**src/hw/rtl/image_bilinear_sampler_unit_macros.svh**
```systemverilog
// Assertion macros shared by the sampler RTL
`ifndef IMAGE_BILINEAR_SAMPLER_UNIT_MACROS_SVH
`define IMAGE_BILINEAR_SAMPLER_UNIT_MACROS_SVH

// same-cycle implication
`define IBS_ASSERT_IMPLY(label, clk, rst, cond, exp_c) \
   label: assert property (@(posedge clk) disable iff (rst) (cond) |-> (exp_c)) \
      else $error("sampler check failed");

// next-cycle implication
`define IBS_ASSERT_NEXT(label, clk, rst, cond, exp_c) \
   label: assert property (@(posedge clk) disable iff (rst) (cond) |=> (exp_c)) \
      else $error("sampler check failed");

`endif

```
**src/hw/rtl/ibs_pkg.sv**
```systemverilog
package ibs_pkg;

   localparam int MAX_WIDTH_DEF  = 256;
   localparam int MAX_HEIGHT_DEF = 256;
   localparam int FRAC_BITS_DEF  = 8;

   localparam int COORD_MAX_W = 12;
   localparam int FRAC_MAX_W  = 16;
   localparam int DIM_REG_W   = 9;
   localparam int DIM_RESET   = 256;
   localparam int CSR_INDEX_W = 1;

   localparam int MID_DEPTH = 4;
   localparam int OUT_DEPTH = 4;

   localparam logic [1:0] OP_WRITE    = 2'd0;
   localparam logic [1:0] OP_BILINEAR = 2'd1;
   localparam logic [1:0] OP_NEAREST  = 2'd2;

   localparam logic [CSR_INDEX_W-1:0] CSR_IMAGE_WIDTH  = 1'b0;
   localparam logic [CSR_INDEX_W-1:0] CSR_IMAGE_HEIGHT = 1'b1;

   typedef struct packed {
      logic [1:0]         opcode;
      logic [7:0]         pixel_col;
      logic [7:0]         pixel_row;
      logic [7:0]         pixel_value;
      logic signed [19:0] sample_x;
      logic signed [19:0] sample_y;
   } req_type;

   typedef struct packed {
      logic [15:0] sample_value;
      logic        in_range;
   } rsp_type;

   typedef struct packed {
      logic [1:0]             kind;
      logic [COORD_MAX_W-1:0] col;
      logic [COORD_MAX_W-1:0] row;
      logic [FRAC_MAX_W-1:0]  frac_x;
      logic [FRAC_MAX_W-1:0]  frac_y;
      logic                   col_last;
      logic                   row_last;
      logic                   in_range;
      logic                   store_hit;
      logic [7:0]             value;
   } entry_type;

endpackage

```
**src/hw/rtl/ibs_fifo.sv**
```systemverilog
module ibs_fifo #(
   parameter int WIDTH = $bits(ibs_pkg::entry_type),
   parameter int DEPTH = ibs_pkg::MID_DEPTH
) (
   input  logic                         clock,
   input  logic                         reset,
   input  logic                         push,
   input  logic [WIDTH-1:0]             push_data,
   input  logic                         pop,
   output logic [WIDTH-1:0]             pop_data,
   output logic                         full,
   output logic                         empty,
   output logic [$clog2(DEPTH+1)-1:0]   level
);

   localparam int PW = $clog2(DEPTH);
   localparam int LW = $clog2(DEPTH + 1);

   logic [WIDTH-1:0] slot_ff [DEPTH];
   logic [PW-1:0]    wr_ptr_ff, wr_ptr_in;
   logic [PW-1:0]    rd_ptr_ff, rd_ptr_in;
   logic [LW-1:0]    level_ff, level_in;
   logic             do_push, do_pop;

   assign full     = level_ff == LW'(DEPTH);
   assign empty    = level_ff == '0;
   assign level    = level_ff;
   assign pop_data = slot_ff[rd_ptr_ff];
   assign do_push  = push && !full;
   assign do_pop   = pop && !empty;

   always_comb begin
      wr_ptr_in = do_push ? wr_ptr_ff + 1'b1 : wr_ptr_ff;
      rd_ptr_in = do_pop ? rd_ptr_ff + 1'b1 : rd_ptr_ff;
      level_in  = level_ff;
      if (do_push && !do_pop) begin
         level_in = level_ff + 1'b1;
      end else if (do_pop && !do_push) begin
         level_in = level_ff - 1'b1;
      end
   end

   always_ff @(posedge clock) begin
      if (reset) begin
         wr_ptr_ff <= '0;
         rd_ptr_ff <= '0;
         level_ff  <= '0;
      end else begin
         wr_ptr_ff <= wr_ptr_in;
         rd_ptr_ff <= rd_ptr_in;
         level_ff  <= level_in;
      end
   end

   always_ff @(posedge clock) begin
      if (do_push) begin
         slot_ff[wr_ptr_ff] <= push_data;
      end
   end

endmodule

```
**config.mk**
```make
export PLATFORM = sky130hd
export DESIGN_NAME = ibs_fifo
export DESIGN_NICKNAME = d
export VERILOG_FILES = /design/src/hw/rtl/image_bilinear_sampler_unit_macros.svh /design/src/hw/rtl/ibs_pkg.sv /design/src/hw/rtl/ibs_fifo.sv
export SDC_FILE = /design/constraint.sdc
export NUM_CORES = 1
export LEC_CHECK = 0
export BUFFER_PORTS_ARGS = -buffer_cell sky130_fd_sc_hd__buf_2
export CAP_MARGIN = 20
export CORE_MARGIN = 2
export CORE_UTILIZATION = 33
export CTS_BUF_LIST = sky130_fd_sc_hd__clkbuf_4 sky130_fd_sc_hd__clkbuf_8
export DETAILED_ROUTE_END_ITERATION = 16
export PLACE_DENSITY = 0.61
export SLEW_MARGIN = 20
export SYNTH_ARGS = -nofsm -noshare
export SYNTH_HDL_FRONTEND = slang
export SYNTH_SLANG_ARGS = --single-unit
```
**constraint.sdc**
```tcl
create_clock -name clock -period 3.05 [get_ports clock]
set_input_delay 0.1525 -clock clock [delete_from_list [all_inputs] [get_ports clock]]
set_output_delay 0.1525 -clock clock [all_outputs]
set_load 0.01 [all_outputs]
```
Word level (Yosys, flattened, before mapping):

Memory sizes are Yosys's and may differ from the RTL's. A register that Yosys moved wholly into a read port is not among the register bits.
Cells that the tools add are included.

* magnitude comparators: 0
* eq/ne operators: 1
* multipliers: 0
* reductions and logical operators: 10
* bitwise logic cells: 0
* add/subtract/negate cells: 4
* muxes and demuxes: 6
* divide/modulo/power cells: 0
* shift operators: 0

Operators by type and width (number)
* 2-to-1 mux 3 bit: 2
* adder 2 x 1 -> 2 bit (second input constant): 2
* logical AND 1 bit: 4
* zero test 1 bit: 4
* 2-to-1 mux 2 bit: 2
* adder 3 x 1 -> 3 bit (second input constant): 1
* equality test 3 bit (second input constant): 1
* zero test 3 bit: 1
* subtractor 3 x 1 -> 3 bit (second input constant): 1
* 2-to-1 mux 1 bit: 2
* nonzero test 2 bit: 1

* input port bits: 74
* memories kept: 1
* ROM bits: 0
* bits in writable memories: 280
* register bits: 7
* output and inout port bits: 75
* word-level logic and storage cells: 25
* bits in latches: 0

Memories
* slot_ff: depth 4, bits a word 70, read ports 1, clocked after Yosys merged registers in 1, write ports 1, line ibs_fifo.sv:19 `logic [WIDTH-1:0] slot_ff [DEPTH];`

Logic depth before layout (Yosys ltp):

* word-level depth: 7
* gate-level depth with buffers: 8
* gate-level depth less buffers: 8

Least setup slack after synthesis:

Ideal clock, no wire load.

* path kind: reg2reg
* from: register level_ff[0], in the netlist level[0]
* to: memory slot_ff[2][0] (netlist name), enable pin
* buffers on the path: 0
* path slack: 29 ps
* data required time: 2614 ps
* setup time: 436 ps
* arrival: 2586 ps
* clock period less this slack: 3021 ps
* stages on the path, launching flop included: 4
* path through: dfxtp_1 -> nor3b_2 -> nor2_1 -> and2_1

* longest elaborated chain between the ends: 5

RTL lines
* start, declared: line ibs_fifo.sv:22 `logic [LW-1:0] level_ff, level_in;`
* start signal, assigned: line ibs_fifo.sv:51 `level_ff <= level_in;`
* equality test 3 bit: line ibs_fifo.sv:25 `assign full = level_ff == LW'(DEPTH);`
* net full: line ibs_fifo.sv:11 `output logic full,`
* zero test 1 bit: line ibs_fifo.sv:29 `assign do_push = push && !full;`
* logical AND 1 bit: line ibs_fifo.sv:29
* net do_push: line ibs_fifo.sv:23 `logic do_push, do_pop;`
* 2-to-1 mux 1 bit: line ibs_fifo.sv:56 `if (do_push) begin`
* 2-to-1 mux 1 bit (not written as such): line ibs_fifo.sv:57 `slot_ff[wr_ptr_ff] <= push_data;`
* end, declared: line ibs_fifo.sv:19

The timed path passes the listed nets, and every way through them passes these cells.

==> out/qor.txt <==
run status: complete, no violations
Detailed Route Iter0 Violations: 339
Residual DRC: 0
Hold WS: 0.354 ns
WP data arrival: 2.38 ns
RSZ-0062 raised after global routing: false
setup ws final: 0.520 ns
Initial DRT Pass Iterations: 4
antenna violations before repair: 2
Reg2Reg Setup Slack: 0.57 ns
Synth Cell Area: 10600 um^2
total track usage: 12.9%
CP max stage delay: 0.71 ns
die height: 184 um
cts repair resizes: 0
core area: 31600 um^2
number of CTS-inserted buffers: 45
worst endpoint required time: 2.90 ns
vias post-DR: 5204
WP buf/inv: 2
power per cell area: 786 nW/um^2
Total Neg Setup Slack: 0 ns
Syn-to-layout area delta: 27.3%
CP max-delay cell: dfxtp_4
Register-to-Register Path Depth: 8
# setup viols final: 0
Seq/Total Area, Yosys: 80.7%
# hold bufs at CTS: 74
Initial Util: 33.6%
post-route clock period utilization: 82.9%
area share of the largest cell type after synthesis: 79.0%
fillers: 2762
Max Fclk: 0.395 GHz
startpoint type of the worst setup path: flop
CP Class: reg -> out
Final Slew Violations: 0
Place WS: 0.626 ns
CTS max path bufs: 3
largest area contributor in the netlist: edfxtp_1
WL per Instance: 19.1 um
port buffer count: 148
Avg Cell Area, Syn: 25.7 um^2
die area: 33700 um^2
layout cell share with drive strength beyond 1: 43.5%
area occupied by multi-input gates: 1860 um^2
Tmin final: 2.53 ns
clock sinks: 289
cell count after synthesis: 414
Yosys warnings: 0
CTS HTree Levels: 2
post-route ant nets: 0
FF-to-FF Start: level[0]$_SDFFE_PP0P_
crit path cell chain: buf_4 > mux4_2 > buf_2
syn_nets: 494
post-detailed-placement half-perimeter wirelength: 13.0 mm
largest net degree at the start of global routing: 39
CP delay by family, top: flip-flops
hold_sp: push_data[50]
CTS root buffer: clkbuf_8
reg2reg end: level[2]$_SDFFE_PP0P_
FF+latch area: 8600 um^2
largest cells by area after synthesis: edfxtp_1 79%, mux4_2 15%, dfxtp_1 1.7%
Leak: 4.62 nW
critical path fanouts, max: 26
Total Wirelength: 21.3 mm
CP Depth: 3
Hold Crit Depth: 2
Seq cells post-synth: 289
Die Width: 184 um
Peak VDD IR: 0.000246 V
Placer Congestion: 0.722
Hold EP: slot_ff[0][50]$_DFFE_PP_
Final Hold Viols: 0
gr ovfl total: 0
Slew HR: 57.3%
first-pass GRT wire length: 32.8 mm
TritonCTS clock tree: built
Critical Path End Type: output pin
MaxCap Viol Count: 0
number of global-route vias before repair: 5804
clock latency on the worst-skew pair: 0.54 ns
Clock Skews: 0.0292 ns
post-DR vias/cell: 4.65
# IOs: 149
Nets: 758
clock transition at the registers of the reported paths: 0.07 ns
setup repair bufs after CTS: 0
HP Class: in -> reg
Slew @ Worst Pin: 0.640 ns
# rows: 65
library cells used by synthesis: 23
-- cells in the mapped netlist --
cell type / number
clkbuf_1: 1
o311ai_0: 1
nor3b_2: 1
o21ai_0: 2
buf_12: 7
a21oi_1: 2
or3_1: 2
dfxtp_1: 9
xor2_1: 4
and2_1: 4
buf_6: 1
o31ai_2: 1
fa_1: 1
nor3_1: 1
edfxtp_1: 280
ha_1: 5
inv_1: 4
mux2i_1: 2
mux4_2: 70
nor2_1: 6
buf_2: 7
buf_1: 1
nand2b_1: 2
-- registers in the layout (all words and copies together) (netlist names), named ones only --
signal,cells
level,3
rd_ptr_ff,2
wr_ptr_ff,2
slot_ff,280
-- placed cells by master (no fill, tap or decap), types with 2 or more instances in the layout --
master         instances
buf_4                  6
mux2i_1                2
and2_4                 4
nor2_1                 6
edfxtp_1             280
clkbuf_4              15
inv_1                  4
o21ai_0                2
a21oi_1                2
xor2_1                 4
mux4_2                70
clkinv_1              10
nand2b_1               2
dlygate4sd3_1         74
buf_12                 6
dfxtp_1                7
clkinv_2               3
dfxtp_4                2
bufinv_16              2
or3_1                  2
diode_2                3
clkbuf_8              49
buf_2                148
ha_1                   5
-- through the flow --
| step | util [%] | cells | total power [W] | area (um^2) |
|---|---|---|---|---|
| 2_1_floorplan | - | 414 | 0.00667 | 10600 |
| 3_3_place_gp | 37.5 | 959 | 0.00741 | 11900 |
| 3_5_place_dp | 37.5 | 959 | 0.00747 | 11900 |
| 4_1_cts | 42.8 | 1115 | 0.0108 | 13500 |
| 5_1_grt | 42.8 | 1117 | 0.0112 | 13500 |
| 6_report | 42.8 | 1118 | 0.0107 | 13600 |
-- worst register-to-register path: cells and delay by family (launching register included) --
kind / cells / cell delay, ns
buf+inv: 1 / 0.07
xor+xnor: 1 / 0.18
fa+ha+maj: 2 / 0.66
flops: 1 / 0.50
simple gates: 3 / 0.81
compound gates: 1 / 0.18
-- layout make-up --
type / instances / share of cell area [%]
diodes: 3 / 0.0554
multi-input cells: 104 / 13.7
inverters: 4 / 0.111
repair buffers: 234 / 12.2
clock inverters: 18 / 1.03
well taps: 402 / 3.71
flip-flops and latches: 289 / 63.4
clock buffers: 64 / 5.81
-- worst max path at each step --
stage / to / slack, ns
final: pop_data[13] / 0.52
after global routing: pop_data[13] / 0.29
after CTS: pop_data[13] / 0.38
after detailed placement: level[2]$_SDFFE_PP0P_ / 0.63
after global placement: level[2]$_SDFFE_PP0P_ / 0.79
after floorplan: slot_ff[2][0]$_DFFE_PP_ / 0.03
-- cells by family (layout without fill, tap and decap cells) --
family / Yosys count / count (layout) / share of synthesized area [%]
DFF: 289 / 289 / 80.7
AOI/OAI and AO/OA: 6 / 6 / 0.388
xor gates and xnor gates: 4 / 4 / 0.329
other: 0 / 3 / 0
and+or+nand+nor: 16 / 16 / 0.846
muxes: 72 / 72 / 15.0
adders and majority gates: 6 / 6 / 0.776
buffers and inverters: 21 / 320 / 1.96
-- metal layers --
metal,vias to the layer above,track usage (%),wire length (um)
li1,2309,-,-
met1,2704,16.1,8820
met2,150,21.2,10600
met3,41,3.92,1330
met4,0,4.51,566
met5,-,0,0
-- power breakdown --
| part | switching [W] | internal [W] | leakage (nW) |
|---|---|---|---|
| Sequential | 0.000239 | 0.00478 | 2.64 |
| Combinational | 0.00116 | 0.00122 | 1.49 |
| Clock | 0.00142 | 0.00184 | 0.488 |
| Total | 0.00281 | 0.00784 | 4.62 |
Power figures use the tool's default switching activity.
