**config.mk**
```make
export PLATFORM = sky130hd
export DESIGN_NAME = ibs_front
export DESIGN_NICKNAME = d
export VERILOG_FILES = /design/src/hw/rtl/image_bilinear_sampler_unit_macros.svh /design/src/hw/rtl/ibs_pkg.sv /design/src/hw/rtl/ibs_front.sv
export SDC_FILE = /design/constraint.sdc
export NUM_CORES = 1
export LEC_CHECK = 0
export BUFFER_PORTS_ARGS = -buffer_cell sky130_fd_sc_hd__buf_4
export CORE_UTILIZATION = 40
export CTS_CLUSTER_DIAMETER = 40
export CTS_CLUSTER_SIZE = 14
export DETAILED_ROUTE_END_ITERATION = 8
export PLACE_DENSITY = 0.73
export SYNTH_ARGS = -nofsm -noshare
export SYNTH_HDL_FRONTEND = slang
export SYNTH_SLANG_ARGS = --single-unit
```
**constraint.sdc**
```tcl
create_clock -name clock -period 3.62 [get_ports clock]
set_input_delay 0.543 -clock clock [delete_from_list [all_inputs] [get_ports clock]]
set_output_delay 0.543 -clock clock [all_outputs]
set_load 0.01 [all_outputs]
```
**src/hw/rtl/image_bilinear_sampler_unit_macros.svh**
```systemverilog
// Assertion macros shared by the sampler RTL
`ifndef IMAGE_BILINEAR_SAMPLER_UNIT_MACROS_SVH
`define IMAGE_BILINEAR_SAMPLER_UNIT_MACROS_SVH

// same-cycle implication
`define IBS_ASSERT_IMPLY(label, clk, rst, cond, exp_c) \
   label: assert property (@(posedge clk) disable iff (rst) (cond) |-> (exp_c)) \
      else $error("sampler check failed");

// next-cycle implication
`define IBS_ASSERT_NEXT(label, clk, rst, cond, exp_c) \
   label: assert property (@(posedge clk) disable iff (rst) (cond) |=> (exp_c)) \
      else $error("sampler check failed");

`endif

```
**src/hw/rtl/ibs_pkg.sv**
```systemverilog
package ibs_pkg;

   localparam int MAX_WIDTH_DEF  = 256;
   localparam int MAX_HEIGHT_DEF = 256;
   localparam int FRAC_BITS_DEF  = 8;

   localparam int COORD_MAX_W = 12;
   localparam int FRAC_MAX_W  = 16;
   localparam int DIM_REG_W   = 9;
   localparam int DIM_RESET   = 256;
   localparam int CSR_INDEX_W = 1;

   localparam int MID_DEPTH = 4;
   localparam int OUT_DEPTH = 4;

   localparam logic [1:0] OP_WRITE    = 2'd0;
   localparam logic [1:0] OP_BILINEAR = 2'd1;
   localparam logic [1:0] OP_NEAREST  = 2'd2;

   localparam logic [CSR_INDEX_W-1:0] CSR_IMAGE_WIDTH  = 1'b0;
   localparam logic [CSR_INDEX_W-1:0] CSR_IMAGE_HEIGHT = 1'b1;

   typedef struct packed {
      logic [1:0]         opcode;
      logic [7:0]         pixel_col;
      logic [7:0]         pixel_row;
      logic [7:0]         pixel_value;
      logic signed [19:0] sample_x;
      logic signed [19:0] sample_y;
   } req_type;

   typedef struct packed {
      logic [15:0] sample_value;
      logic        in_range;
   } rsp_type;

   typedef struct packed {
      logic [1:0]             kind;
      logic [COORD_MAX_W-1:0] col;
      logic [COORD_MAX_W-1:0] row;
      logic [FRAC_MAX_W-1:0]  frac_x;
      logic [FRAC_MAX_W-1:0]  frac_y;
      logic                   col_last;
      logic                   row_last;
      logic                   in_range;
      logic                   store_hit;
      logic [7:0]             value;
   } entry_type;

endpackage

```
**src/hw/rtl/ibs_front.sv**
```systemverilog
module ibs_front #(
   parameter int MAX_WIDTH  = ibs_pkg::MAX_WIDTH_DEF,
   parameter int MAX_HEIGHT = ibs_pkg::MAX_HEIGHT_DEF,
   parameter int FRAC_BITS  = ibs_pkg::FRAC_BITS_DEF
) (
   input  logic                               clock,
   input  logic                               reset,
   input  logic                               csr_write,
   input  logic [ibs_pkg::CSR_INDEX_W-1:0]    csr_index,
   input  logic [ibs_pkg::DIM_REG_W-1:0]      csr_data,
   input  ibs_pkg::req_type                   req,
   output ibs_pkg::entry_type                 entry,
   output logic                               entry_keep
);

   localparam int F   = FRAC_BITS;
   localparam int XW  = $clog2(MAX_WIDTH);
   localparam int YW  = $clog2(MAX_HEIGHT);
   localparam int DXW = $clog2(MAX_WIDTH + 1);
   localparam int DYW = $clog2(MAX_HEIGHT + 1);
   localparam int DW  = (DXW > DYW) ? DXW : DYW;
   localparam int CW  = (F + DW > 20) ? F + DW : 20;
   localparam int HW  = CW - F;
   localparam int CMW = ibs_pkg::COORD_MAX_W;
   localparam int FMW = ibs_pkg::FRAC_MAX_W;
   localparam int RST_W = (ibs_pkg::DIM_RESET > MAX_WIDTH) ? MAX_WIDTH : ibs_pkg::DIM_RESET;
   localparam int RST_H = (ibs_pkg::DIM_RESET > MAX_HEIGHT) ? MAX_HEIGHT : ibs_pkg::DIM_RESET;

   logic [DXW-1:0] w_eff_ff, w_eff_in, dim_x;
   logic [DYW-1:0] h_eff_ff, h_eff_in, dim_y;

   logic [CW-1:0] sx_e, sy_e, hi_x, hi_y;
   logic          neg_x, neg_y, over_x, over_y, near_x_ok, near_y_ok;
   logic [XW-1:0] last_col, x0_bil, x_near;
   logic [YW-1:0] last_row, y0_bil, y_near;
   logic [F-1:0]  fx_bil, fy_bil;

   always_comb begin
      dim_x = (csr_data == '0) ? DXW'(1) :
              ((32'(csr_data) > 32'(MAX_WIDTH)) ? DXW'(MAX_WIDTH) : DXW'(csr_data));
      dim_y = (csr_data == '0) ? DYW'(1) :
              ((32'(csr_data) > 32'(MAX_HEIGHT)) ? DYW'(MAX_HEIGHT) : DYW'(csr_data));
      w_eff_in = w_eff_ff;
      h_eff_in = h_eff_ff;
      if (csr_write) begin
         case (csr_index)
            ibs_pkg::CSR_IMAGE_WIDTH: begin
               w_eff_in = dim_x;
            end
            ibs_pkg::CSR_IMAGE_HEIGHT: begin
               h_eff_in = dim_y;
            end
            default: begin
            end
         endcase
      end
   end

   always_ff @(posedge clock) begin
      if (reset) begin
         w_eff_ff <= DXW'(RST_W);
         h_eff_ff <= DYW'(RST_H);
      end else begin
         w_eff_ff <= w_eff_in;
         h_eff_ff <= h_eff_in;
      end
   end

   always_comb begin
      sx_e = CW'($signed(req.sample_x));
      sy_e = CW'($signed(req.sample_y));
      hi_x = CW'(w_eff_ff - 1'b1) << F;
      hi_y = CW'(h_eff_ff - 1'b1) << F;
      neg_x = sx_e[CW-1];
      neg_y = sy_e[CW-1];
      over_x = !neg_x && (sx_e > hi_x);
      over_y = !neg_y && (sy_e > hi_y);
      last_col = XW'(w_eff_ff - 1'b1);
      last_row = YW'(h_eff_ff - 1'b1);

      x0_bil = neg_x ? '0 : (over_x ? last_col : sx_e[F +: XW]);
      y0_bil = neg_y ? '0 : (over_y ? last_row : sy_e[F +: YW]);
      fx_bil = (neg_x || over_x) ? '0 : sx_e[F-1:0];
      fy_bil = (neg_y || over_y) ? '0 : sy_e[F-1:0];

      near_x_ok = neg_x ? ((&sx_e[CW-1:F]) && (|sx_e[F-1:0])) :
                          (sx_e[CW-1:F] < HW'(w_eff_ff));
      near_y_ok = neg_y ? ((&sy_e[CW-1:F]) && (|sy_e[F-1:0])) :
                          (sy_e[CW-1:F] < HW'(h_eff_ff));
      x_near = neg_x ? '0 : sx_e[F +: XW];
      y_near = neg_y ? '0 : sy_e[F +: YW];
   end

   always_comb begin
      entry      = '0;
      entry.kind = req.opcode;
      entry_keep = 1'b0;
      case (req.opcode)
         ibs_pkg::OP_WRITE: begin
            entry_keep      = 1'b1;
            entry.col       = CMW'(req.pixel_col);
            entry.row       = CMW'(req.pixel_row);
            entry.value     = req.pixel_value;
            entry.store_hit = (32'(req.pixel_col) < 32'(MAX_WIDTH)) &&
                              (32'(req.pixel_row) < 32'(MAX_HEIGHT));
         end
         ibs_pkg::OP_BILINEAR: begin
            entry_keep     = 1'b1;
            entry.col      = CMW'(x0_bil);
            entry.row      = CMW'(y0_bil);
            entry.frac_x   = FMW'(fx_bil);
            entry.frac_y   = FMW'(fy_bil);
            entry.col_last = x0_bil == last_col;
            entry.row_last = y0_bil == last_row;
            entry.in_range = 1'b1;
         end
         ibs_pkg::OP_NEAREST: begin
            entry_keep     = 1'b1;
            entry.col      = CMW'(x_near);
            entry.row      = CMW'(y_near);
            entry.col_last = 1'b1;
            entry.row_last = 1'b1;
            entry.in_range = near_x_ok && near_y_ok;
         end
         default: begin
         end
      endcase
   end

endmodule

```
**Word level (Yosys, flattened, before mapping)**

Cells that the tools add are included.

- Latch bits: 0
- Bits in writable memories: 0
- ROM bits: 0
- Register bits: 18
- Output and inout port bits: 71
- Logic and storage cells: 51
- Memories: 0

- Order comparisons: 5
- Reductions and logical operators: 18
- Multiply operators: 0
- Shift operators: 0
- Equality and inequality tests: 4
- Bitwise gates (word level): 1
- $add $sub $neg: 4
- Div/mod/pow operators: 0
- Muxes and demuxes: 17

Operator list:

| kind | number |
|---|---|
| 2-to-1 mux 8 bit | 8 |
| one-hot mux 20 bit (3 select lines) | 1 |
| > comparator 20 bit | 2 |
| 2-to-1 mux 9 bit | 3 |
| < comparator 12 x 9 -> 1 bit | 2 |
| 2-to-1 mux 24 bit | 1 |
| AND reduction 12 bit | 2 |
| subtractor 9 x 1 -> 10 bit, second input constant | 2 |
| equality test 8 bit | 2 |
| OR reduction 8 bit | 2 |
| subtractor 8 x 1 -> 8 bit, second input constant | 2 |
| > comparator 9 bit, second input constant | 1 |
| logical NOT 9 bit | 1 |
| one-hot mux 3 bit (2 select lines) | 1 |
| logical AND 1 bit | 5 |
| AND reduction 2 bit | 2 |
| 2-to-1 mux 1 bit | 3 |
| OR reduction 3 bit | 1 |
| equality test 2 x 1 -> 1 bit, second input constant | 1 |
| equality test 2 bit, second input constant | 1 |
| logical NOT 1 bit | 2 |
| logical NOT 2 bit | 1 |
| logical OR 1 bit | 2 |
| NOT 1 bit | 1 |

**Depth between registers and ports, before layout**

Gate-level depths: netlist (run 1).

- Depth after elaboration: 7
- Mapped depth: 16

**Worst setup path after synthesis (run 1)**

No wires, ideal clock.

- Path kind: reg-to-output
- Start: register w_eff_ff[2]
- End: output entry[11] (netlist bit)
- Data required time: 3.077 ns
- Cell stages (with the launch flop): 14
- Setup slack: -0.374 ns
- Arrival time: 3.451 ns
- Cell sequence: dfxtp_1 > or4_4 > nor3_1 > nand4_1 > ha_1 > and4_1 > a311oi_1 > o21a_1 > a22o_2 > buf_6 > a31oi_1 > or4_1 > o32ai_1 > a32o_1

RTL lines:

| element | line | text |
|---|---|---|
| from (decl) | ibs_front.sv:29 | `logic [DXW-1:0] w_eff_ff, w_eff_in, dim_x;` |
| from (signal assigned) | ibs_front.sv:61 | `w_eff_ff <= DXW'(RST_W);` |
| from (signal assigned) | ibs_front.sv:64 | `w_eff_ff <= w_eff_in;` |
| to (decl) | ibs_front.sv:12 | `output ibs_pkg::entry_type entry,` |

==> results of run 1 <==
## placed cells by master (no fill, tap or decap), types with 14 or more instances in the layout
cell type                 instances
sky130_fd_sc_hd__buf_6           23
sky130_fd_sc_hd__ha_1            46
sky130_fd_sc_hd__xnor2_1         14
sky130_fd_sc_hd__buf_4          149
sky130_fd_sc_hd__dfxtp_1         16
sky130_fd_sc_hd__a21oi_1         24
sky130_fd_sc_hd__conb_1          24
sky130_fd_sc_hd__inv_1           30
sky130_fd_sc_hd__nor2_1          27
sky130_fd_sc_hd__nand2_1         32
## stage by stage
step	setup WS, ns	setup TNS [ns]
floorplan	-0.209	-0.847
global placement	-0.362	-2.66
detailed placement	-0.480	-4.89
CTS	-0.649	-9.48
global route	-0.788	-16.45
finish	-0.662	-11.07
## synth_stat cells (3+ instances only)
cell / count / area (um2)
sky130_fd_sc_hd__nand4_1: 11 / 68.8
sky130_fd_sc_hd__nand3_1: 8 / 40.0
sky130_fd_sc_hd__inv_1: 30 / 113
sky130_fd_sc_hd__buf_4: 28 / 210
sky130_fd_sc_hd__nand2_1: 33 / 124
sky130_fd_sc_hd__a221oi_1: 4 / 35.0
sky130_fd_sc_hd__nor3_1: 11 / 55.1
sky130_fd_sc_hd__a22oi_1: 11 / 82.6
sky130_fd_sc_hd__o21ai_0: 12 / 60.1
sky130_fd_sc_hd__a222oi_1: 8 / 80.1
sky130_fd_sc_hd__xnor2_1: 14 / 123
sky130_fd_sc_hd__nor4_1: 9 / 56.3
sky130_fd_sc_hd__nand2b_1: 5 / 31.3
sky130_fd_sc_hd__o21ai_1: 3 / 15.0
sky130_fd_sc_hd__clkbuf_1: 13 / 48.8
sky130_fd_sc_hd__dfxtp_1: 18 / 360
sky130_fd_sc_hd__o21a_1: 10 / 75.1
sky130_fd_sc_hd__nor2_1: 31 / 116
sky130_fd_sc_hd__o22ai_1: 5 / 31.3
sky130_fd_sc_hd__a211o_1: 3 / 26.3
sky130_fd_sc_hd__a21oi_1: 26 / 130
sky130_fd_sc_hd__nor2b_1: 9 / 56.3
sky130_fd_sc_hd__a31oi_1: 4 / 25.0
sky130_fd_sc_hd__and2_1: 22 / 138
sky130_fd_sc_hd__buf_1: 4 / 15.0
sky130_fd_sc_hd__nor3b_1: 7 / 52.6
sky130_fd_sc_hd__ha_1: 46 / 576
sky130_fd_sc_hd__nand3b_1: 7 / 52.6
sky130_fd_sc_hd__o32ai_1: 7 / 61.3
sky130_fd_sc_hd__and3_1: 9 / 56.3
## worst max path at each step
| stage | from | end | slack, ns | depth (start not counted) |
|---|---|---|---|---|
| finish | w_eff_ff[3] | entry[11] | -0.66 | 13 |
| global route | w_eff_ff[3] | entry[11] | -0.79 | 13 |
| CTS | w_eff_ff[3] | entry[11] | -0.65 | 14 |
| detailed placement | w_eff_ff[5] | entry[11] | -0.48 | 13 |
| global placement | w_eff_ff[5] | entry[11] | -0.36 | 13 |
| floorplan | w_eff_ff[3] | entry[11] | -0.21 | 14 |
## state kept, by name, indices dropped and copies added (netlist names)
signal    count
w_eff_ff      9
h_eff_ff      9
## cell type report
type	count	area, um2	share of cell area
multi-input cells	377	2900	0.583
repair buffers	174	1410	0.284
well taps	102	128	0.0257
flip-flops and latches	18	363	0.0730
inverters	30	113	0.0227
clock buffers	4	55.1	0.0111
## per-layer routing
metal / global-route usage / share of wire / vias to the layer above
li1: - / - / 1915
met1: 0.309 / 0.42 / 1858
met2: 0.456 / 0.49 / 166
met3: 0.0156 / 0.056 / 29
met4: 0.105 / 0.027 / 0
met5: 0 / 0 / -
## kinds of logic after synthesis
family          share of synthesized area
simple gates                        0.296
compound gates                      0.241
flops                               0.109
other cells                       0.00113
xor+xnor                           0.0492
buf+inv                             0.123
fa+ha+maj                           0.174
mux                               0.00606
## power groups by stage
stage          Clock [W]  Sequential [W]  Combinational (W)
2_1_floorplan          0        0.000215           0.000331
3_3_place_gp           0        0.000214           0.000542
3_5_place_dp           0        0.000214           0.000555
4_1_cts         0.000168        0.000210           0.000621
5_1_grt         0.000175        0.000211           0.000713
6_report        0.000168        0.000210           0.000655
## worst register-to-register path, cell delays in order, from the launching register on
cell,delay [ns]
sky130_fd_sc_hd__dfxtp_1,0.30
sky130_fd_sc_hd__inv_1,0.06
sky130_fd_sc_hd__buf_4,0.12
sky130_fd_sc_hd__nor2_1,0.04
sky130_fd_sc_hd__a211o_1,0.27
## timing repair
item / 4_1_cts / 5_1_grt
buffers inserted: 6 / 2
setup endpoints to repair: 34 / 34
resized for setup: 63 / 21
cloned: 1 / 0
hold buffers: 0 / 0
endpoints found under the hold margin: 0 / 0
pin swaps: 34 / 17
==> results.yml, run 1 <==
clock_tree:
  cts_inserted_buffers: 3
  clock_latency_late_sink_ns: 0.26
  tritoncts: "built"
  cts.htree.levels: 1
  clkSlewWorstSetupHoldPaths_ns: 0.07
  max_clock_buf_depth: 2
  clkSinkCount: 18
  cts-root-buf: "sky130_fd_sc_hd__clkbuf_8"
global_route:
  grt_pass1_vias: 3820
  pin_count_of_the_biggest_net_entering_global_routing: 26
  antenna_found_initial: 0
  groute.usage.overall: 0.253
  overflow: 0
  global_route_wire_length_before_repair_mm: 17.8
run:
  max_cap_violations: 0
setup_path:
  regToRegEndpoint: "w_eff_ff[8]"
  critical_path_s_top_delay_family: "simple AND/OR/NAND/NOR gates"
  timing.critical_path.cells: "or4_4 > nor3_4 > nand4_1 > ha_1 > and4_4 > nand2_4 > nor4_4 > a21oi_1 > o31a_2 > or4_1 > o32ai_2 > a32o_2 > buf_4"
  timing.critical_path.arrival_ns: 3.74
  r2r_start: "w_eff_ff[8]"
  critical_path.slowest_cell: "sky130_fd_sc_hd__or4_4"
  timing.critical_path.required_ns: 3.08
  crit_path_start_kind: "register"
  worstSetupPathType: "register to primary output"
  timing.reg2reg.worst_path_depth: 4
  critical_path.max_stage_delay_ns: 0.55
  critical_path.n_buffers_inverters: 1
  critical_path.max_fanout: 3
  worst-r2r-setup-slack_ns: 2.71
  cp-end-kind: "primary output"
sta:
  fmax_mhz: 234
  slew_headroom: 0.397
  rsz0062_at_grt: "yes"
  post-route-worst-setup-slack_ns: -0.662
  post-route-period-util: 1.18
  worst_clock_skew_ns: 0
  whs_ns: 0.471
  setup_viol: 34
  finalHoldViolCount: 0
  timing_max_transition_violations_final: 0
  worstMarginPinSlew_ns: 0.905
  fin_crit_ns: 4.28
layout:
  n_antenna_cell: 0
  stdcell_area_um2: 4970
  stdcell_count: 705
  nets: 729
  utilization: 0.633
  flow.area_growth_from_synthesis_pct: 50.3
  final.fill_count: 739
  drive_above_1_share: 0.390
pwr:
  power_frac_clock: 0.163
  pwr_density_cell_nw_per_um2: 208
  power.switching_fraction: 0.391
  power_switching_w: 0.000404
  p_int_w: 0.000629
  p_leak_nw: 2.29
  ir_drop_v: 0.000236
  design_power_total_w: 0.00103
  seqPwrFrac: 0.203
  power.combinational.fraction: 0.634
die:
  design.portCount: 150
  placement_rows: 32
  start_util: 0.421
  die_width_um: 92.9
  fp.coreArea_um2: 7850
  dieHeight_um: 92.9
  dieArea_um2: 8630
routing:
  drtAntennaViolNets: 0
  route.vias.total: 3968
  drtPass1Iterations: 8
  totalWireLength_mm: 11.3
  detail_route.iter0.violations: 223
  viasPerCell: 5.63
  post_drt_wl_per_cell_um: 16.0
  route.detailed.drc: 0
logic_synthesis:
  synth_enable_flop_cells: 0
  syn-cell-area_um2: 3310
  synth_sequential_area_ratio: 0.109
  ys.warnings.count: 0
  yosys_reg_bits: 18
  syn_area_per_cell_um2: 7.35
  post_synth_inst_count: 450
  synth-main-ff-cell: "sky130_fd_sc_hd__dfxtp_1"
  async_reset_ff_frac: 0
  number_of_distinct_library_cell_variants_in_the_gate_level_netlist_after_synthesis: 61
place:
  buffer_ports.inserted: 125
  gp_routability_congestion: 0.915
  placed_cells_incl_taps: 692
  dp.final_hpwl_mm: 8.77
  place_area_um2: 4500
status:
  run_status: "complete, but fails checks"
  violations: "setup timing"
worst_hold_path:
  min_from: "h_eff_ff[8]"
  worst_hold_path_type: "register to register"
  hold-path-cell-count: 1
  min_delay_worst_endpoint: "h_eff_ff[8]"
Note: power is estimated with default switching activity, not from simulation.
==> run 2, diff against run 1 <==
--- a/config.mk
+++ b/config.mk
@@ -5,12 +5,14 @@
 export SDC_FILE = /design/constraint.sdc
 export NUM_CORES = 1
 export LEC_CHECK = 0
-export BUFFER_PORTS_ARGS = -buffer_cell sky130_fd_sc_hd__buf_4
+export BUFFER_PORTS_ARGS = -buffer_cell sky130_fd_sc_hd__buf_2
 export CORE_UTILIZATION = 40
+export CTS_BUF_LIST = sky130_fd_sc_hd__clkbuf_16
 export CTS_CLUSTER_DIAMETER = 40
 export CTS_CLUSTER_SIZE = 14
 export DETAILED_ROUTE_END_ITERATION = 8
 export PLACE_DENSITY = 0.73
+export RECOVER_POWER = 25
 export SYNTH_ARGS = -nofsm -noshare
 export SYNTH_HDL_FRONTEND = slang
 export SYNTH_SLANG_ARGS = --single-unit
==> run 2 against run 1 <==
Compared with the run above:
- critical path depth is 1 higher
- register-to-register slack about the same
- clock skew did not move
- the run still ends with setup timing left
- power is 0.74% lower
- sequential share of layout area up 0.58 points
- hold slack improved by 0.0021 ns
- global-route usage shrank 0.86 points
- sequential cell count unchanged
- utilization is 4.6 points lower
- count of clock-buffer cells in the layout decreased by 1
- final cell count decreased by 0.57%
==> results.yml, run 2 (synthesized netlist as in run 1, its figures left out) <==
clock_tree:
  clock_latency_late_sink_ns: 0.24
  clkSlewWorstSetupHoldPaths_ns: 0.05
  cts.htree.levels: 1
  clkSinkCount: 18
  cts-root-buf: "sky130_fd_sc_hd__clkbuf_16"
  max_clock_buf_depth: 2
  tritoncts: "built"
  cts_inserted_buffers: 3
  number_of_buffers_inserted_for_hold_repair_after_clock_tree_synthesis: 0
pwr:
  power_switching_w: 0.000392
  p_int_w: 0.000634
  power_frac_clock: 0.206
  ir_drop_v: 0.000373
  power.combinational.fraction: 0.588
  design_power_total_w: 0.00103
  pwr_density_cell_nw_per_um2: 223
  p_leak_nw: 2.22
  seqPwrFrac: 0.205
  power.switching_fraction: 0.382
layout:
  layout_common_cells: "sky130_fd_sc_hd__buf_2 (119), sky130_fd_sc_hd__ha_1 (46), sky130_fd_sc_hd__buf_4 (39)"
  stdcell_area_um2: 4610
  biggestRegsByFlops: "h_eff_ff (9), w_eff_ff (9)"
  nets: 726
  seqCellArea_um2: 363
  final.fill_count: 739
  multi_input_comb_area_um2: 2870
  flow.area_growth_from_synthesis_pct: 39.3
  n_antenna_cell: 0
  final_common_cell: "sky130_fd_sc_hd__buf_2"
  drive_above_1_share: 0.372
setup_path:
  r2r_start: "w_eff_ff[8]"
  timing.critical_path.arrival_ns: 3.73
  worstSetupPathType: "register to primary output"
  worst_setup_path_start: "w_eff_ff[5]"
  timing.critical_path.required_ns: 3.08
  critical_path.max_fanout: 5
  cp-end-kind: "primary output"
  regToRegEndpoint: "w_eff_ff[8]"
  timing.critical_path.to: "entry[11]"
  worst-r2r-setup-slack_ns: 2.70
  timing.reg2reg.worst_path_depth: 4
  crit_path_start_kind: "register"
sta:
  worst_clock_skew_ns: 0
  finalHoldViolCount: 0
  fmax_mhz: 234
  rsz0062_at_grt: "yes"
  setup_viol: 34
  whs_ns: 0.474
  post-route-period-util: 1.18
  timing_max_transition_violations_final: 0
  slew_headroom: 0.411
  fin_crit_ns: 4.27
  post-route-worst-setup-slack_ns: -0.650
  worstMarginPinSlew_ns: 0.883
global_route:
  pin_count_of_the_biggest_net_entering_global_routing: 19
  overflow: 0
  grt_pass1_vias: 3717
  antenna_found_initial: 0
  global_route_wire_length_before_repair_mm: 17.2
  groute.usage.overall: 0.245
routing:
  drtPass1Iterations: 7
  detail_route.iter0.violations: 184
  route.detailed.drc: 0
  totalWireLength_mm: 10.9
  route.vias.total: 3981
  post_drt_wl_per_cell_um: 15.6
  viasPerCell: 5.68
  drtAntennaViolNets: 0
worst_hold_path:
  worst_hold_path_type: "register to register"
place:
  place_area_um2: 4180
  dp.final_hpwl_mm: 8.59
  gp_routability_congestion: 0.912
  buffer_ports.inserted: 125
die:
  placement_rows: 32
  start_util: 0.421
  fp.coreArea_um2: 7850
  design.portCount: 150
  die_width_um: 92.9
  dieHeight_um: 92.9
  dieArea_um2: 8630
status:
  run_status: "complete, but fails checks"
  violations: "setup timing"
run:
  max_cap_violations: 0
==> run 2: cell count changes in the layout (fill, tap and decap cells not counted), sizes merged <==
cell / previous run / this run
buf: 174 / 169
bufbuf: 0 / 1
==> run 2: cell type report <==
type                    count  share of cell area
multi-input cells         377               0.623
repair buffers            171               0.230
flip-flops and latches     18              0.0788
well taps                 102              0.0277
inverters                  30              0.0244
clock buffers               3              0.0163
==> run 2: per-stage QoR <==
| step | setup WS (ns) | util | cells | TNS (ns) |
|---|---|---|---|---|
| final | -0.650 | 0.587 | 701 | -9.87 |
| after global routing | -0.858 | 0.587 | 701 | -16.10 |
| after CTS | -0.579 | 0.573 | 701 | -8.37 |
| after detailed placement | -0.489 | 0.532 | 691 | -3.51 |
| after global placement | -0.376 | 0.532 | 691 | -2.29 |
| after floorplan | -0.209 | - | 473 | -0.847 |
==> run 2: worst min path at each step <==
stage	from	to	slack, ns	depth (start not counted)
2_1_floorplan	h_eff_ff[8]	h_eff_ff[8]	0.44	1
3_3_place_gp	h_eff_ff[8]	h_eff_ff[8]	0.46	1
3_5_place_dp	h_eff_ff[8]	h_eff_ff[8]	0.46	1
4_1_cts	h_eff_ff[8]	h_eff_ff[8]	0.48	1
5_1_grt	h_eff_ff[8]	h_eff_ff[8]	0.52	1
6_report	h_eff_ff[8]	h_eff_ff[8]	0.47	1
==> run 2: layer usage <==
layer | GRT usage | vias to the layer above | share of wire
met5 | 0 | - | 0
met4 | 0.104 | 0 | 0.030
met3 | 0.0205 | 31 | 0.063
met2 | 0.433 | 201 | 0.48
met1 | 0.301 | 1830 | 0.42
li1 | - | 1919 | -
==> run 2: power groups by stage <==
stage	Clock (W)	Combinational, W	Sequential [W]
2_1_floorplan	0	0.000331	0.000215
3_3_place_gp	0	0.000497	0.000213
3_5_place_dp	0	0.000507	0.000214
4_1_cts	0.000214	0.000575	0.000210
5_1_grt	0.000221	0.000659	0.000211
6_report	0.000212	0.000603	0.000210
==> run 2: critical path, stage by stage, from the launching register on <==
cell                       delay [ns]
sky130_fd_sc_hd__dfxtp_1         0.30
sky130_fd_sc_hd__or4_4           0.55
sky130_fd_sc_hd__nor3_4          0.18
sky130_fd_sc_hd__nand4_1         0.19
sky130_fd_sc_hd__ha_1            0.37
sky130_fd_sc_hd__a21oi_2         0.13
sky130_fd_sc_hd__a21boi_1        0.08
sky130_fd_sc_hd__a311oi_2        0.23
sky130_fd_sc_hd__o21a_1          0.21
sky130_fd_sc_hd__a22o_4          0.19
sky130_fd_sc_hd__a31oi_1         0.08
sky130_fd_sc_hd__or4_1           0.50
sky130_fd_sc_hd__o32ai_2         0.13
sky130_fd_sc_hd__a32o_2          0.21
sky130_fd_sc_hd__buf_2           0.13
==> run 2: repair_timing <==
item	4_1_cts	5_1_grt
gates cloned	2	0
pin swaps	31	16
gates resized for setup	35	23
endpoints found under the hold margin	0	0
buffers inserted	5	0
setup endpoints to repair	34	34
==> run 3, diff against run 2 <==
--- a/config.mk
+++ b/config.mk
@@ -7,7 +7,7 @@
 export LEC_CHECK = 0
 export BUFFER_PORTS_ARGS = -buffer_cell sky130_fd_sc_hd__buf_2
 export CORE_UTILIZATION = 40
-export CTS_BUF_LIST = sky130_fd_sc_hd__clkbuf_16
+export CTS_BUF_LIST = sky130_fd_sc_hd__clkbuf_8
 export CTS_CLUSTER_DIAMETER = 40
 export CTS_CLUSTER_SIZE = 14
 export DETAILED_ROUTE_END_ITERATION = 8
==> run 3 against run 2 <==
Compared with the run above:
- count of clock-buffer cells in the layout stayed put
- critical path type unchanged
- the run still ends with setup timing left
- sequential share of layout area is 0.058 points higher
- first-iteration DRC count is 32% higher
==> results.yml, run 3 (synthesized netlist as in run 1, its figures left out) <==
status:
  run_status: "complete, but fails checks"
  violations: "setup timing"
global_route:
  global_route_wire_length_before_repair_mm: 17.2
  antenna_found_initial: 0
  overflow: 0
  pin_count_of_the_biggest_net_entering_global_routing: 19
  groute.usage.overall: 0.244
  grt_pass1_vias: 3710
setup_path:
  timing.critical_path.cells: "or4_4 > nor3_4 > nand4_1 > ha_1 > a21oi_2 > a21boi_1 > a311oi_2 > o21a_1 > a22o_4 > a31oi_1 > or4_1 > o32ai_2 > a32o_2 > buf_2"
  cp-end-kind: "primary output"
  timing.critical_path.required_ns: 3.08
  critical_path.max_fanout: 5
  timing.critical_path.arrival_ns: 3.74
  critical_path.n_buffers_inverters: 1
  critical_path.max_stage_delay_ns: 0.55
  worstSetupPathType: "register to primary output"
  critical_path.slowest_cell: "sky130_fd_sc_hd__or4_4"
  critical_path_s_top_delay_family: "simple AND/OR/NAND/NOR gates"
  crit_path_start_kind: "register"
sta:
  finalHoldViolCount: 0
  worst_clock_skew_ns: 0
  summed_negative_setup_slack_over_all_endpoints_ns: -10.03
  post-route-worst-setup-slack_ns: -0.658
  post-route-period-util: 1.18
  fin_crit_ns: 4.28
  slew_headroom: 0.415
  worstMarginPinSlew_ns: 0.878
  timing_max_transition_violations_final: 0
  setup_viol: 34
  whs_ns: 0.479
  rsz0062_at_grt: "yes"
  fmax_mhz: 234
layout:
  drive_above_1_share: 0.372
  seqCellArea_um2: 363
  n_antenna_cell: 0
  nets: 726
  final.fill_count: 748
  layout_common_cells: "sky130_fd_sc_hd__buf_2 (119), sky130_fd_sc_hd__ha_1 (46), sky130_fd_sc_hd__buf_4 (39)"
  biggestRegsByFlops: "h_eff_ff (9), w_eff_ff (9)"
  flow.area_growth_from_synthesis_pct: 38.3
  final_common_cell: "sky130_fd_sc_hd__buf_2"
  multi_input_comb_area_um2: 2870
place:
  gp_routability_congestion: 0.912
  dp.final_hpwl_mm: 8.59
  buffer_ports.inserted: 125
routing:
  totalWireLength_mm: 10.8
  route.detailed.drc: 0
  drtAntennaViolNets: 0
  viasPerCell: 5.68
  drtPass1Iterations: 6
  post_drt_wl_per_cell_um: 15.5
  route.vias.total: 3982
  detail_route.iter0.violations: 242
die:
  placement_rows: 32
  start_util: 0.421
  design.portCount: 150
  die_width_um: 92.9
  dieHeight_um: 92.9
  fp.coreArea_um2: 7850
  dieArea_um2: 8630
clock_tree:
  max_clock_buf_depth: 2
  clkSinkCount: 18
  clock_latency_late_sink_ns: 0.25
  cts-root-buf: "sky130_fd_sc_hd__clkbuf_8"
  tritoncts: "built"
  cts.htree.levels: 1
  cts_inserted_buffers: 3
  clkSlewWorstSetupHoldPaths_ns: 0.06
run:
  max_cap_violations: 0
pwr:
  pwr_density_cell_nw_per_um2: 207
  ir_drop_v: 0.000271
  p_leak_nw: 2.21
worst_hold_path:
  worst_hold_path_type: "register to register"
## run 3: cell types whose count changed in the layout (fill, tap and decap cells not counted)
cell	delta
sky130_fd_sc_hd__clkbuf_16	-3
sky130_fd_sc_hd__clkbuf_8	+3
## run 3: worst register-to-register path: cells and delay by family (launching register included)
kind / cells / cell delay (ns)
buffers and inverters: 2 / 0.20
AND/OR/NAND/NOR: 1 / 0.04
flip-flops: 1 / 0.30
AO/OA/AOI/OAI: 1 / 0.27
## run 3: worst paths after layout
kind,start,end,slack (ns),depth (start not counted)
max,w_eff_ff[5],entry[11],-0.66,14
min,h_eff_ff[8],h_eff_ff[8],0.48,1
max reg2reg,w_eff_ff[8],w_eff_ff[8],2.70,4
min reg2reg,h_eff_ff[8],h_eff_ff[8],0.48,1
## run 3: final cells by class
class	count	share of cell area
Clock buffer	3	0.00903
Inverter	30	0.0246
Multi-Input combinational cell	377	0.628
Sequential cell	18	0.0794
Tap cell	102	0.0279
Timing Repair Buffer	171	0.231
## run 3: power by group
part	switching, W	internal [W]	total (W)
Sequential	0.00000492	0.000205	0.000210
Combinational	0.000319	0.000283	0.000603
Clock	0.0000589	0.0000737	0.000133
## run 3: metal layers
layer / vias to the layer above / wire, um / track usage
li1: 1917 / - / -
met1: 1842 / 4650 / 0.301
met2: 194 / 5260 / 0.431
met3: 29 / 637 / 0.0181
met4: 0 / 302 / 0.104
met5: - / 0 / 0
## run 3: repair_timing
action                     in CTS  in global routing
pin swaps                      31                 16
resized for setup              35                 23
hold buffers                    0                  0
buffers inserted                5                  0
gates cloned                    2                  0
setup endpoints to repair      34                 34
## run 3: stage by stage
step                      power (W)  utilization  std cells  area, um2  setup WS (ns)
after global routing        0.00101        0.583        701       4570         -0.870
after global placement     0.000710        0.532        691       4180         -0.376
after detailed placement   0.000721        0.532        691       4180         -0.489
after CTS                  0.000920        0.569        701       4470         -0.587
after floorplan            0.000546            -        473       3410         -0.209
final                      0.000945        0.583        701       4570         -0.658
